--- config.mk ---
export PLATFORM = sky130hd
export DESIGN_NAME = breakpoint_watchpoint_unit_top
export DESIGN_NICKNAME = d
export VERILOG_FILES = /design/src/design/bwu_pkg.sv /design/src/design/bwu_fifo.sv /design/src/design/bwu_front.sv /design/src/design/bwu_back.sv /design/src/design/breakpoint_watchpoint_unit_top.sv
export SDC_FILE = /design/constraint.sdc
export NUM_CORES = 2
export LEC_CHECK = 0
export BUFFER_PORTS_ARGS = -buffer_cell sky130_fd_sc_hd__buf_2
export CAP_MARGIN = 5
export CORE_MARGIN = 3
export CORE_UTILIZATION = 61
export CTS_CLUSTER_DIAMETER = 40
export CTS_CLUSTER_SIZE = 30
export DETAILED_ROUTE_END_ITERATION = 12
export PLACE_DENSITY = 0.77
export SLEW_MARGIN = 40
export SYNTH_ARGS = -nofsm -noshare
export SYNTH_HDL_FRONTEND = slang
export SYNTH_SLANG_ARGS = --single-unit
--- constraint.sdc ---
create_clock -name clk -period 13.44 [get_ports clk]
set_input_delay 1.344 -clock clk [delete_from_list [all_inputs] [get_ports clk]]
set_output_delay 1.344 -clock clk [all_outputs]
set_load 0.005 [all_outputs]
--- src/design/bwu_pkg.sv ---
`default_nettype none
// ----------------------------------------------------------------------------
// bwu_pkg: shared types and codes for the breakpoint/watchpoint unit
// Operation, kind and run mode codes, the command passed from the front to the
// back, and the result item.
// ----------------------------------------------------------------------------
package bwu_pkg;

	// table sizes
	localparam int unsigned BREAK_SLOTS_DEF = 16;
	localparam int unsigned WATCH_SLOTS_DEF = 8;

	// field widths
	localparam int unsigned ADDR_W = 32;

	// operation codes on the func field
	localparam logic [2:0] FN_INSERT = 3'd0;
	localparam logic [2:0] FN_REMOVE = 3'd1;
	localparam logic [2:0] FN_CLEAR  = 3'd2;
	localparam logic [2:0] FN_PC     = 3'd3;
	localparam logic [2:0] FN_MEM    = 3'd4;

	// entry kinds on the kind field
	localparam logic [2:0] KD_SW_BREAK = 3'd0;
	localparam logic [2:0] KD_HW_BREAK = 3'd1;
	localparam logic [2:0] KD_WRITE    = 3'd2;
	localparam logic [2:0] KD_READ     = 3'd3;
	localparam logic [2:0] KD_ACCESS   = 3'd4;

	// run modes
	localparam logic [2:0] RM_DETACH    = 3'd0;
	localparam logic [2:0] RM_STEP      = 3'd1;
	localparam logic [2:0] RM_INIT      = 3'd2;
	localparam logic [2:0] RM_BACK_STEP = 3'd3;

	// watch entry types as stored
	localparam logic [1:0] WT_WRITE  = 2'd0;
	localparam logic [1:0] WT_READ   = 2'd1;
	localparam logic [1:0] WT_ACCESS = 2'd2;

	// decoded operation
	typedef enum logic [2:0] {
		OP_INSERT,
		OP_REMOVE,
		OP_CLEAR,
		OP_PC,
		OP_MEM,
		OP_BAD
	} op_t;

	// what a pc check does
	typedef enum logic [1:0] {
		PCM_NONE,
		PCM_STEP,
		PCM_SCAN
	} pc_mode_t;

	typedef enum logic [1:0] {
		ST_OK    = 2'd0,
		ST_UNSUP = 2'd1,
		ST_FULL  = 2'd2
	} status_t;

	typedef enum logic [1:0] {
		STOP_NONE  = 2'd0,
		STOP_STEP  = 2'd1,
		STOP_BREAK = 2'd2
	} stop_t;

	// classified command, front to back
	typedef struct packed {
		op_t               op;
		logic              tgt_break;
		logic [1:0]        wtype;
		pc_mode_t          pc_mode;
		logic [ADDR_W-1:0] addr;
		logic [ADDR_W:0]   wend;
	} cmd_t;

	// result item
	typedef struct packed {
		status_t    status;
		stop_t      pc_stop;
		logic       watch_hit;
		logic [2:0] watch_slot;
	} res_t;

endpackage

`default_nettype wire

--- src/design/bwu_fifo.sv ---
`default_nettype none
// ----------------------------------------------------------------------------
// bwu_fifo: two-entry queue
// Holds up to two items of any packed type; registered storage, head on the
// output while not empty.
// ----------------------------------------------------------------------------
module bwu_fifo #(
	parameter type T = logic
) (
	input  wire logic clk,
	input  wire logic arst_n,
	input  wire logic push,
	input  wire T     wdata,
	output logic      full,
	input  wire logic pop,
	output T          rdata,
	output logic      empty
);

	T           mem_q [2];
	logic       wr_ptr_q;
	logic       rd_ptr_q;
	logic [1:0] cnt_q;
	logic       do_push;
	logic       do_pop;

	// transfer qualifiers
	assign full    = (cnt_q == 2'd2);
	assign empty   = (cnt_q == 2'd0);
	assign do_push = push && !full;
	assign do_pop  = pop && !empty;
	assign rdata   = mem_q[rd_ptr_q];

	// storage
	always_ff @(posedge clk) begin
		if (do_push) begin
			mem_q[wr_ptr_q] <= wdata;
		end
	end

	// pointers and fill level
	always_ff @(posedge clk or negedge arst_n) begin
		if (!arst_n) begin
			wr_ptr_q <= 1'b0;
			rd_ptr_q <= 1'b0;
			cnt_q    <= 2'd0;
		end else begin
			if (do_push) begin
				wr_ptr_q <= !wr_ptr_q;
			end
			if (do_pop) begin
				rd_ptr_q <= !rd_ptr_q;
			end
			case ({do_push, do_pop})
				2'b10:   cnt_q <= cnt_q + 2'd1;
				2'b01:   cnt_q <= cnt_q - 2'd1;
				default: cnt_q <= cnt_q;
			endcase
		end
	end

endmodule

`default_nettype wire

--- src/design/bwu_front.sv ---
`default_nettype none
// ----------------------------------------------------------------------------
// bwu_front: accept and classify
// Decodes each accepted item into a command (operation, target table, watch
// type, pc check mode, range end) and queues it for the back end.
// ----------------------------------------------------------------------------
module bwu_front (
	input  wire logic                  clk,
	input  wire logic                  arst_n,
	input  wire logic                  push,
	output logic                       full,
	input  wire logic [2:0]            func,
	input  wire logic [2:0]            kind,
	input  wire logic [31:0]           addr,
	input  wire logic [31:0]           length,
	input  wire logic [2:0]            run_mode,
	output bwu_pkg::cmd_t              cmd,
	output logic                       cmd_empty,
	input  wire logic                  cmd_pop
);

	bwu_pkg::cmd_t cmd_d;
	logic          kind_ok;

	// classify the incoming item
	always_comb begin
		kind_ok         = (kind <= bwu_pkg::KD_ACCESS);
		cmd_d.tgt_break = (kind <= bwu_pkg::KD_HW_BREAK);
		cmd_d.wtype     = 2'(kind - bwu_pkg::KD_WRITE);
		cmd_d.addr      = addr;
		cmd_d.wend      = {1'b0, addr} + {1'b0, length};

		unique case (func)
			bwu_pkg::FN_INSERT: cmd_d.op = kind_ok ? bwu_pkg::OP_INSERT : bwu_pkg::OP_BAD;
			bwu_pkg::FN_REMOVE: cmd_d.op = kind_ok ? bwu_pkg::OP_REMOVE : bwu_pkg::OP_BAD;
			bwu_pkg::FN_CLEAR:  cmd_d.op = bwu_pkg::OP_CLEAR;
			bwu_pkg::FN_PC:     cmd_d.op = bwu_pkg::OP_PC;
			bwu_pkg::FN_MEM:    cmd_d.op = bwu_pkg::OP_MEM;
			default:            cmd_d.op = bwu_pkg::OP_BAD;
		endcase

		unique case (run_mode) inside
			bwu_pkg::RM_DETACH: cmd_d.pc_mode = bwu_pkg::PCM_NONE;
			bwu_pkg::RM_STEP, bwu_pkg::RM_INIT, bwu_pkg::RM_BACK_STEP: begin
				cmd_d.pc_mode = bwu_pkg::PCM_STEP;
			end
			default:            cmd_d.pc_mode = bwu_pkg::PCM_SCAN;
		endcase
	end

	// command queue toward the back end
	bwu_fifo #(
		.T(bwu_pkg::cmd_t)
	) u_cmd_fifo (
		.clk   (clk),
		.arst_n(arst_n),
		.push  (push),
		.wdata (cmd_d),
		.full  (full),
		.pop   (cmd_pop),
		.rdata (cmd),
		.empty (cmd_empty)
	);

endmodule

`default_nettype wire

--- src/design/bwu_back.sv ---
`default_nettype none
// ----------------------------------------------------------------------------
// bwu_back: table execution
// Holds the breakpoint and watchpoint tables, one comparator per entry; runs
// one command per cycle unless the result queue is full and queues the result.
// ----------------------------------------------------------------------------
module bwu_back #(
	parameter int unsigned BREAK_SLOTS = bwu_pkg::BREAK_SLOTS_DEF,
	parameter int unsigned WATCH_SLOTS = bwu_pkg::WATCH_SLOTS_DEF
) (
	input  wire logic          clk,
	input  wire logic          arst_n,
	input  wire bwu_pkg::cmd_t cmd,
	input  wire logic          cmd_empty,
	output logic               cmd_pop,
	input  wire logic          res_pop,
	output bwu_pkg::res_t      res,
	output logic               res_empty
);

	localparam int unsigned BCW = $clog2(BREAK_SLOTS + 1);
	localparam int unsigned WCW = $clog2(WATCH_SLOTS + 1);
	localparam int unsigned WIW = (WATCH_SLOTS > 1) ? $clog2(WATCH_SLOTS) : 1;

	// tables
	logic [31:0]    brk_q  [BREAK_SLOTS];
	logic [31:0]    wbeg_q [WATCH_SLOTS];
	logic [32:0]    wend_q [WATCH_SLOTS];
	logic [1:0]     wtyp_q [WATCH_SLOTS];
	logic [BCW-1:0] brk_cnt_q;
	logic [WCW-1:0] wch_cnt_q;

	logic                   go;
	logic                   res_full;
	logic [BREAK_SLOTS-1:0] brk_eq;
	logic [BREAK_SLOTS-1:0] brk_shift;
	logic [WATCH_SLOTS-1:0] wch_eq;
	logic [WATCH_SLOTS-1:0] wch_hit;
	logic [WATCH_SLOTS-1:0] wch_shift;
	logic                   brk_full;
	logic                   wch_full;
	logic [WIW-1:0]         wch_first;
	logic                   ins_brk;
	logic                   ins_wch;
	logic                   rm_brk;
	logic                   rm_wch;
	logic                   clr;
	bwu_pkg::res_t          res_d;

	assign go      = !cmd_empty && !res_full;
	assign cmd_pop = go;

	// per-entry comparators
	always_comb begin
		logic brk_pre;
		logic wch_pre;
		brk_pre = 1'b0;
		for (int i = 0; i < BREAK_SLOTS; i++) begin
			brk_eq[i]    = (BCW'(i) < brk_cnt_q) && (brk_q[i] == cmd.addr);
			brk_pre      = brk_pre | brk_eq[i];
			brk_shift[i] = brk_pre;
		end
		wch_pre = 1'b0;
		for (int i = 0; i < WATCH_SLOTS; i++) begin
			wch_eq[i]    = (WCW'(i) < wch_cnt_q) && (wbeg_q[i] == cmd.addr)
				&& (wend_q[i] == cmd.wend) && (wtyp_q[i] == cmd.wtype);
			wch_hit[i]   = (WCW'(i) < wch_cnt_q) && (cmd.addr >= wbeg_q[i])
				&& ({1'b0, cmd.addr} < wend_q[i])
				&& ((wtyp_q[i] == bwu_pkg::WT_WRITE) || (wtyp_q[i] == bwu_pkg::WT_ACCESS));
			wch_pre      = wch_pre | wch_eq[i];
			wch_shift[i] = wch_pre;
		end
		// lowest hitting slot
		wch_first = '0;
		for (int i = WATCH_SLOTS - 1; i >= 0; i--) begin
			if (wch_hit[i]) begin
				wch_first = WIW'(i);
			end
		end
	end

	assign brk_full = (brk_cnt_q == BCW'(BREAK_SLOTS));
	assign wch_full = (wch_cnt_q == WCW'(WATCH_SLOTS));

	// table update strobes
	assign ins_brk = go && (cmd.op == bwu_pkg::OP_INSERT) && cmd.tgt_break && !brk_full;
	assign ins_wch = go && (cmd.op == bwu_pkg::OP_INSERT) && !cmd.tgt_break && !wch_full;
	assign rm_brk  = go && (cmd.op == bwu_pkg::OP_REMOVE) && cmd.tgt_break && (|brk_eq);
	assign rm_wch  = go && (cmd.op == bwu_pkg::OP_REMOVE) && !cmd.tgt_break && (|wch_eq);
	assign clr     = go && (cmd.op == bwu_pkg::OP_CLEAR);

	// result of the current command
	always_comb begin
		res_d.status     = bwu_pkg::ST_OK;
		res_d.pc_stop    = bwu_pkg::STOP_NONE;
		res_d.watch_hit  = 1'b0;
		res_d.watch_slot = 3'd0;
		unique case (cmd.op)
			bwu_pkg::OP_INSERT: begin
				if (cmd.tgt_break ? brk_full : wch_full) begin
					res_d.status = bwu_pkg::ST_FULL;
				end
			end
			bwu_pkg::OP_PC: begin
				unique case (cmd.pc_mode)
					bwu_pkg::PCM_STEP: res_d.pc_stop = bwu_pkg::STOP_STEP;
					bwu_pkg::PCM_SCAN: begin
						res_d.pc_stop = (|brk_eq) ? bwu_pkg::STOP_BREAK : bwu_pkg::STOP_NONE;
					end
					default:           res_d.pc_stop = bwu_pkg::STOP_NONE;
				endcase
			end
			bwu_pkg::OP_MEM: begin
				res_d.watch_hit  = |wch_hit;
				res_d.watch_slot = (|wch_hit) ? 3'(wch_first) : 3'd0;
			end
			bwu_pkg::OP_BAD:    res_d.status = bwu_pkg::ST_UNSUP;
			default:            res_d.status = bwu_pkg::ST_OK;
		endcase
	end

	// breakpoint entries: shift down on remove, append on insert
	always_ff @(posedge clk) begin
		if (rm_brk) begin
			for (int i = 0; i < BREAK_SLOTS - 1; i++) begin
				if (brk_shift[i]) begin
					brk_q[i] <= brk_q[i + 1];
				end
			end
		end
		if (ins_brk) begin
			for (int i = 0; i < BREAK_SLOTS; i++) begin
				if (brk_cnt_q == BCW'(i)) begin
					brk_q[i] <= cmd.addr;
				end
			end
		end
	end

	// watchpoint entries: shift down on remove, append on insert
	always_ff @(posedge clk) begin
		if (rm_wch) begin
			for (int i = 0; i < WATCH_SLOTS - 1; i++) begin
				if (wch_shift[i]) begin
					wbeg_q[i] <= wbeg_q[i + 1];
					wend_q[i] <= wend_q[i + 1];
					wtyp_q[i] <= wtyp_q[i + 1];
				end
			end
		end
		if (ins_wch) begin
			for (int i = 0; i < WATCH_SLOTS; i++) begin
				if (wch_cnt_q == WCW'(i)) begin
					wbeg_q[i] <= cmd.addr;
					wend_q[i] <= cmd.wend;
					wtyp_q[i] <= cmd.wtype;
				end
			end
		end
	end

	// fill counts
	always_ff @(posedge clk or negedge arst_n) begin
		if (!arst_n) begin
			brk_cnt_q <= '0;
			wch_cnt_q <= '0;
		end else if (clr) begin
			brk_cnt_q <= '0;
			wch_cnt_q <= '0;
		end else begin
			if (ins_brk) begin
				brk_cnt_q <= brk_cnt_q + BCW'(1);
			end else if (rm_brk) begin
				brk_cnt_q <= brk_cnt_q - BCW'(1);
			end
			if (ins_wch) begin
				wch_cnt_q <= wch_cnt_q + WCW'(1);
			end else if (rm_wch) begin
				wch_cnt_q <= wch_cnt_q - WCW'(1);
			end
		end
	end

	// result queue
	bwu_fifo #(
		.T(bwu_pkg::res_t)
	) u_res_fifo (
		.clk   (clk),
		.arst_n(arst_n),
		.push  (go),
		.wdata (res_d),
		.full  (res_full),
		.pop   (res_pop),
		.rdata (res),
		.empty (res_empty)
	);

	// checks
	a_cnt_range: assert property (@(posedge clk) disable iff (!arst_n)
		(brk_cnt_q <= BCW'(BREAK_SLOTS)) && (wch_cnt_q <= WCW'(WATCH_SLOTS)))
		else $error("table count beyond capacity");

	a_clear_empties: assert property (@(posedge clk) disable iff (!arst_n)
		clr |=> (brk_cnt_q == '0) && (wch_cnt_q == '0))
		else $error("clear left entries in a table");

	a_full_holds: assert property (@(posedge clk) disable iff (!arst_n)
		(go && (cmd.op == bwu_pkg::OP_INSERT) && cmd.tgt_break && brk_full)
		|=> $stable(brk_cnt_q))
		else $error("insert into full breakpoint table changed its count");

	a_stop_only_pc: assert property (@(posedge clk) disable iff (!arst_n)
		(go && (cmd.op != bwu_pkg::OP_PC)) |-> (res_d.pc_stop == bwu_pkg::STOP_NONE))
		else $error("stop reported outside a pc check");

	a_hit_only_mem: assert property (@(posedge clk) disable iff (!arst_n)
		(go && (cmd.op != bwu_pkg::OP_MEM)) |-> !res_d.watch_hit && (res_d.watch_slot == 3'd0))
		else $error("watch hit reported outside a memory check");

endmodule

`default_nettype wire

--- src/design/breakpoint_watchpoint_unit_top.sv ---
`default_nettype none
// ----------------------------------------------------------------------------
// breakpoint_watchpoint_unit_top: breakpoint and watchpoint comparator
// Front end classifies and queues operations, back end runs them against the
// breakpoint and watchpoint tables and queues the results.
// ----------------------------------------------------------------------------
// Each accepted item gives exactly one result, in order. The unit sustains one
// item per clock while the result queue is not full: every table entry has its
// own comparator, so a pc check, memory check, insert, remove (find plus
// shift-down) or clear is done by the back end as it pops the command. An item
// is written into the command queue when taken; the back end then runs it and
// writes its result into the result queue, whose head is on the result ports.
// Two-entry queues on both sides let input and output stall on their own.
// After reset both tables are empty; only the entry counts are reset, so no
// clearing pass is needed and items are taken right away.
module breakpoint_watchpoint_unit_top #(
	parameter int unsigned BREAK_SLOTS = bwu_pkg::BREAK_SLOTS_DEF,
	parameter int unsigned WATCH_SLOTS = bwu_pkg::WATCH_SLOTS_DEF
) (
	input  wire logic        clk,
	input  wire logic        arst_n,
	input  wire logic        push,
	output logic             full,
	input  wire logic [2:0]  func,
	input  wire logic [2:0]  kind,
	input  wire logic [31:0] addr,
	input  wire logic [31:0] length,
	input  wire logic [2:0]  run_mode,
	output logic             empty,
	input  wire logic        pop,
	output logic [1:0]       status,
	output logic [1:0]       pc_stop,
	output logic             watch_hit,
	output logic [2:0]       watch_slot
);

	bwu_pkg::cmd_t cmd;
	logic          cmd_empty;
	logic          cmd_pop;
	bwu_pkg::res_t res;

	// accept and classify
	bwu_front u_front (
		.clk      (clk),
		.arst_n   (arst_n),
		.push     (push),
		.full     (full),
		.func     (func),
		.kind     (kind),
		.addr     (addr),
		.length   (length),
		.run_mode (run_mode),
		.cmd      (cmd),
		.cmd_empty(cmd_empty),
		.cmd_pop  (cmd_pop)
	);

	// execute against the tables
	bwu_back #(
		.BREAK_SLOTS(BREAK_SLOTS),
		.WATCH_SLOTS(WATCH_SLOTS)
	) u_back (
		.clk      (clk),
		.arst_n   (arst_n),
		.cmd      (cmd),
		.cmd_empty(cmd_empty),
		.cmd_pop  (cmd_pop),
		.res_pop  (pop),
		.res      (res),
		.res_empty(empty)
	);

	// result fields
	assign status     = res.status;
	assign pc_stop    = res.pc_stop;
	assign watch_hit  = res.watch_hit;
	assign watch_slot = res.watch_slot;

endmodule

`default_nettype wire
* After elaboration in Yosys (flattened, before gate mapping)
Memories as Yosys holds them, arrays and structs flattened.
Cells that the tools add are included.
** Cells by class
- Muxes and demuxes :: 218
- Bitwise gates (word level) :: 56
- Shift operators :: 0
- Reduce and logical (&&, ||, !) cells :: 126
- Eq/ne operators :: 92
- Divide/modulo/power cells :: 0
- $lt $le $gt $ge :: 42
- Multiply operators :: 0
- Add/subtract/negate cells :: 10
** Operators with widths (number)
- $eq A32 B32 Y1 :: 24
- $mux W32 :: 24
- $eq A33 B33 Y1 :: 8
- $lt A32 B33 Y1 :: 8
- $mux W33 :: 8
- $ge A32 B32 Y1 :: 8
- $mux W1 :: 147
- $logic_and A1 B1 Y1 :: 80
- $reduce_or A32 Y1 :: 2
- $or A1 B1 Y1 :: 56
- $mux W3 :: 14
- $eq A5 B4 Y1 const B :: 8
- $lt A4 B5 Y1 const A :: 8
- $add A32 B32 Y33 :: 1
- $reduce_or A33 Y1 :: 1
- $eq A2 B2 Y1 const B :: 13
- $mux W2 :: 11
- $eq A5 B3 Y1 const B :: 4
- $logic_not A2 Y1 :: 10
- $lt A3 B5 Y1 const A :: 4
- $mux W4 :: 5
- $pmux W2 S2 :: 5
- $eq A3 B2 Y1 const B :: 6
- $eq A2 B2 Y1 :: 8
- 37 further kinds :: 81
** Storage, ports and cells
- Register bits after elaboration :: 17
- Memories kept :: 6
- Word-level logic and storage cells :: 558
- Latch bits :: 0
- Memory bits (writable) :: 1210
- Bits in read-only memories :: 0
** Memories
- u_back.brk_q :: words 16, bits a word 32, rd ports 16, clocked after Yosys merged registers in 0, wr ports 15, RTL line bwu_back.sv:26 : logic [31:0] brk_q [BREAK_SLOTS];
- u_back.wend_q :: words 8, bits a word 33, rd ports 8, clocked after Yosys merged registers in 0, wr ports 7, RTL line bwu_back.sv:28 : logic [32:0] wend_q [WATCH_SLOTS];
- u_back.wbeg_q :: words 8, bits a word 32, rd ports 8, clocked after Yosys merged registers in 0, wr ports 7, RTL line bwu_back.sv:27 : logic [31:0] wbeg_q [WATCH_SLOTS];
- u_front.u_cmd_fifo.mem_q :: words 2, bits a word 73, rd ports 1, clocked after Yosys merged registers in 0, wr ports 1, RTL line bwu_fifo.sv:20 : T mem_q [2];
- u_back.u_res_fifo.mem_q :: words 2, bits a word 8, rd ports 1, clocked after Yosys merged registers in 0, wr ports 1, RTL line bwu_fifo.sv:20
- u_back.wtyp_q :: words 8, bits a word 2, rd ports 8, clocked after Yosys merged registers in 0, wr ports 7, RTL line bwu_back.sv:29 : logic [1:0] wtyp_q [WATCH_SLOTS];

* Logic depth before layout (Yosys ltp)
An unclocked memory read counts as a cell.
- Depth in word-level cells :: 21
- Mapped depth :: 17

* Hierarchy
A second synthesis with hierarchy kept.
** Unflattened totals
- Cell total of the unflattened synthesis :: 6354
- Area, all modules :: 76996.3 um2
** By module, submodules not included
- bwu_back :: times used 1, area each 68695.9 um2, cells an instance 5796
- bwu_fifo at u_front.u_cmd_fifo :: times used 1, area each 5709.2 um2, cells an instance 245
- bwu_front :: times used 1, area each 1819.2 um2, cells an instance 270
- bwu_fifo at u_back.u_res_fifo :: times used 1, area each 772.0 um2, cells an instance 43

* Least setup slack after synthesis
No wires, ideal clock.
- Path kind :: reg-to-reg
- From :: register u_front.u_cmd_fifo.rd_ptr_q
- To :: memory u_back.wbeg_q[1][0] (netlist: u_back.wbeg_q[0][32]), enable pin
- Setup slack :: 5.057 ns
- Cell stages (with the launch flop) :: 14
- Arrival :: 7.798 ns
- Period minus slack after synthesis :: 8.383 ns
- Required time :: 12.856 ns
- Library setup time :: 0.584 ns
- Cell sequence :: dfrtp_1 > buf_6 > buf_12 > mux2i_4 > buf_8 > buf_4 > clkinv_1 > ha_1 > nand4_1 > nor4_1 > nand3_1 > nor2_1 > a21oi_1 > o21ai_0
** RTL lines
- from (decl) :: RTL line bwu_fifo.sv:22 : logic rd_ptr_q;
- from (signal assigned) :: RTL line bwu_fifo.sv:52 : rd_ptr_q <= !rd_ptr_q;
- to (decl) :: RTL line bwu_back.sv:27

==> key figures <==
Outcome
  • Status: completed

Synthesis
  • Number of enable flip-flop cells after synthesis: 1,210
  • Synth area leaders: edfxtp_1 (49%), xnor2_1 (9.6%), ha_1 (9.2%)
  • Yosys top cell by area: edfxtp_1
  • Yosys cell types: 91
  • Synth top area share: 48.8%
  • Post-Syn Nets: 7,694
  • Syn Inst Count: 7,067
  • Top FF cell, synth: edfxtp_1
  • Avg Inst Size Synth: 10.5 sq um
  • Flops & latches, synth: 1,227
  • Register area share after synthesis: 49.4%
  • Synth warnings: 0
  • Mapped Area: 74,500 sq um
  • Ys async rst share: 1.39%

Power
  • Power per Cell Area: 192 nW/um^2
  • P_leak: 0.0316 uW
  • Max IR drop VDD: 0.000222 V

GRT
  • Pin count of the biggest net entering global routing: 99
  • First-pass GRT wire length: 369,000 microns
  • Initial antenna violation count: 3
  • GRT overflow: 0
  • GRT Total Usage: 40.0%
  • Vias in the first global route: 55,900

Worst setup path
  • CP Class: reg2reg
  • CP Data Arrival Time: 7.62 ns
  • Crit-path cells: buf_4 > mux2i_4 > buf_4 > inv_2 > buf_4 > ha_1 > nand4_1 > or2_2 > nor4_1 > nor3b_1 > nand3_1 > nor4_1 > o41a_4 > a21o_2 > buf_4
  • Crit start category: flop
  • Crit path max-delay family: buffers and inverters
  • Worst path slowest cell: dfrtp_4
  • WP data required: 13.85 ns
  • Most used cell, CP: buf_4
  • Crit path max fanout: 59
  • CP bufs+invs: 5
  • Critical Path End Type: flop
  • Crit-path max cell delay: 0.80 ns

Drt
  • Remaining DRCs: 0
  • Via count: 58,300
  • Via-per-instance ratio: 6.56
  • Routed WL: 257,000 microns
  • Iteration-0 DRC Markers: 8,903
  • 1st-pass router iterations: 8
  • Detail Route Antenna Nets: 0
  • Wire length per cell: 28.9 microns

Run
  • Max Cap Violations: 0

STA
  • Fin Hold WS: 0.518 ns
  • Setup TNS Final: 0 ns
  • Rel. slew slack: 37.6%
  • Final setup vio count: 0
  • Worst slew pin tran: 0.929 ns
  • Hold Vio Cnt, Final: 0
  • Worst Skew: 0.0491 ns
  • Peak Freq: 139 MHz
  • Final min period: 7.21 ns
  • Setup ws final: 6.23 ns
  • Slew Limit Fails: 0
  • Period utilisation layout: 53.6%
  • Unrepaired setup endpoints after global routing: false

Clock network
  • Max Root-Sink Buffers: 3
  • CTS tree: done
  • Number of setup buffers added after CTS: 0
  • Worst-Skew Late Latency: 0.82 ns
  • Num CTS Buffers: 171
  • Clock Tree Root: clkbuf_16
  • CTS Sinks: 1,227
  • Worst-path clk slew: 0.06 ns
  • # H-tree levels: 4
  • Post-CTS Hold Buffers: 0
  • PostCTS Resize Cnt: 0

Die
  • Starting Density: 61.7%
  • I/O pin count: 87
  • Core Area: 121,000 sq um
  • Die Width: 355 microns
  • Row cnt: 127
  • Die Area: 126,000 sq um
  • Die height: 355 microns

Place
  • Routability congestion estimate: 1.03
  • Post-DP Area: 76,800 sq um
  • Dpl ws: 6.45 ns
  • Detailed placement HPWL: 182,000 microns
  • # port buffers: 86

Worst hold path
  • HP Class: reg2reg

Cells and area
  • Net count, final: 7,758
  • Most frequent cells in the layout: edfxtp_1 (1,210), xnor2_1 (819), a21oi_1 (799), nor2_1 (765), inv_1 (584)
  • Inserted Diodes: 0
  • Fillers: 8,984
  • Commonest non-fill, non-tap cell in the layout: edfxtp_1
  • Design Area, Final: 82,800 sq um
  • Area grow syn2layout: 11.2%
  • Layout cell share with drive strength beyond 1: 11.0%
  • Util after Layout: 68.7%
## worst register-to-register path, cell delays in order (launching register included)
cell	delay, ns
dfrtp_4	0.80
buf_4	0.70
mux2i_4	0.39
buf_4	0.55
inv_2	0.28
buf_4	0.36
ha_1	0.41
nand4_1	0.10
or2_2	0.30
nor4_1	0.46
nor3b_1	0.62
nand3_1	0.15
nor4_1	0.42
o41a_4	0.24
a21o_2	0.28
buf_4	0.69
## power breakdown
| part | total (uW) | leakage (uW) | internal, uW | switching, uW |
|---|---|---|---|---|
| logic | 6540 | 0.0176 | 2110 | 4430 |
| clock network | 4690 | 0.00286 | 2760 | 1930 |
| registers | 4700 | 0.0111 | 4560 | 150 |
| total | 15900 | 0.0316 | 9430 | 6510 |
## final cells by class
| class | instances | area, sq um | share of cell area, % |
|---|---|---|---|
| inverter | 615 | 2310 | 2.79 |
| sequential | 1227 | 36800 | 44.4 |
| timing repair buffer | 249 | 1750 | 2.11 |
| clock buffer | 194 | 4530 | 5.47 |
| tap | 1612 | 2020 | 2.43 |
| multi-input combinational | 4867 | 34000 | 41.1 |
| clock inverter | 123 | 1430 | 1.73 |
## logic make-up after synthesis
logic type               after synthesis  share of synthesized area [%]
buffers and inverters                973                           5.75
multiplexers                         150                           2.80
XOR/XNOR                             830                           9.78
adder cells (fa/ha/maj)              550                           9.25
AND/OR/NAND/NOR                     1842                           11.7
flip-flops                          1227                           49.4
AO/OA/AOI/OAI                       1495                           11.4
## path summary, 6_finish.rpt
path	start	endpoint	slack [ns]	cells past startpoint
min in group asynchronous	arst_n	u_back.u_res_fifo.cnt_q[1]$_DFFE_PN0P_	0.57	1
setup reg to reg	u_front.u_cmd_fifo.rd_ptr_q$_DFFE_PN0P_	u_back.wend_q[0][24]$_DFFE_PP_	6.23	15
setup / recovery	u_front.u_cmd_fifo.rd_ptr_q$_DFFE_PN0P_	u_back.wend_q[0][24]$_DFFE_PP_	6.23	15
hold / removal	u_back.u_res_fifo.wr_ptr_q$_DFFE_PN0P_	u_back.u_res_fifo.wr_ptr_q$_DFFE_PN0P_	0.52	1
max in group asynchronous	arst_n	u_front.u_cmd_fifo.rd_ptr_q$_DFFE_PN0P_	12.36	1
hold reg to reg	u_back.u_res_fifo.wr_ptr_q$_DFFE_PN0P_	u_back.u_res_fifo.wr_ptr_q$_DFFE_PN0P_	0.52	1
## flip-flops by register name, summed over array words and instances (netlist names)
signal                       flops
u_front.u_cmd_fifo.wr_ptr_q      1
u_front.u_cmd_fifo.cnt_q         2
u_back.wend_q                  264
u_back.brk_q                   512
u_front.u_cmd_fifo.rd_ptr_q      1
u_back.u_res_fifo.cnt_q          2
u_back.u_res_fifo.rd_ptr_q       1
u_back.wch_cnt_q                 4
u_back.u_res_fifo.wr_ptr_q       1
u_front.u_cmd_fifo.mem_q       146
u_back.wtyp_q                   16
u_back.wbeg_q                  256
u_back.brk_cnt_q                 5
u_back.u_res_fifo.mem_q         16
## cells in the mapped netlist, drive strengths merged, types with 19 or more instances
cell     instances
inv            604
nand2b          20
nand4          129
a21o           117
nand3           93
a31oi           20
a21oi          799
mux2            75
o211ai          19
mux2i           75
nor4           268
nor2b           24
a2111oi         24
buf            161
nor3            81
a211oi          29
o21ai          357
and3            23
ha             549
xnor2          821
nand2          354
o21a            20
edfxtp        1210
clkbuf         197
nor2           773
## routing by layer
layer | part of all wire [%] | track usage, %
met1 | 38 | 55.8
met2 | 42 | 58.3
met3 | 14 | 10.3
met4 | 5.6 | 19.5
met5 | 0.0097 | 0
## per-stage QoR
stage,instances,power (uW)
floorplan,7067,8710
global placement,8563,10900
detailed placement,8570,11000
CTS,8887,15700
global route,8887,16400
finish,8887,15900
No activity file was read; power rests on OpenSTA's default activity.
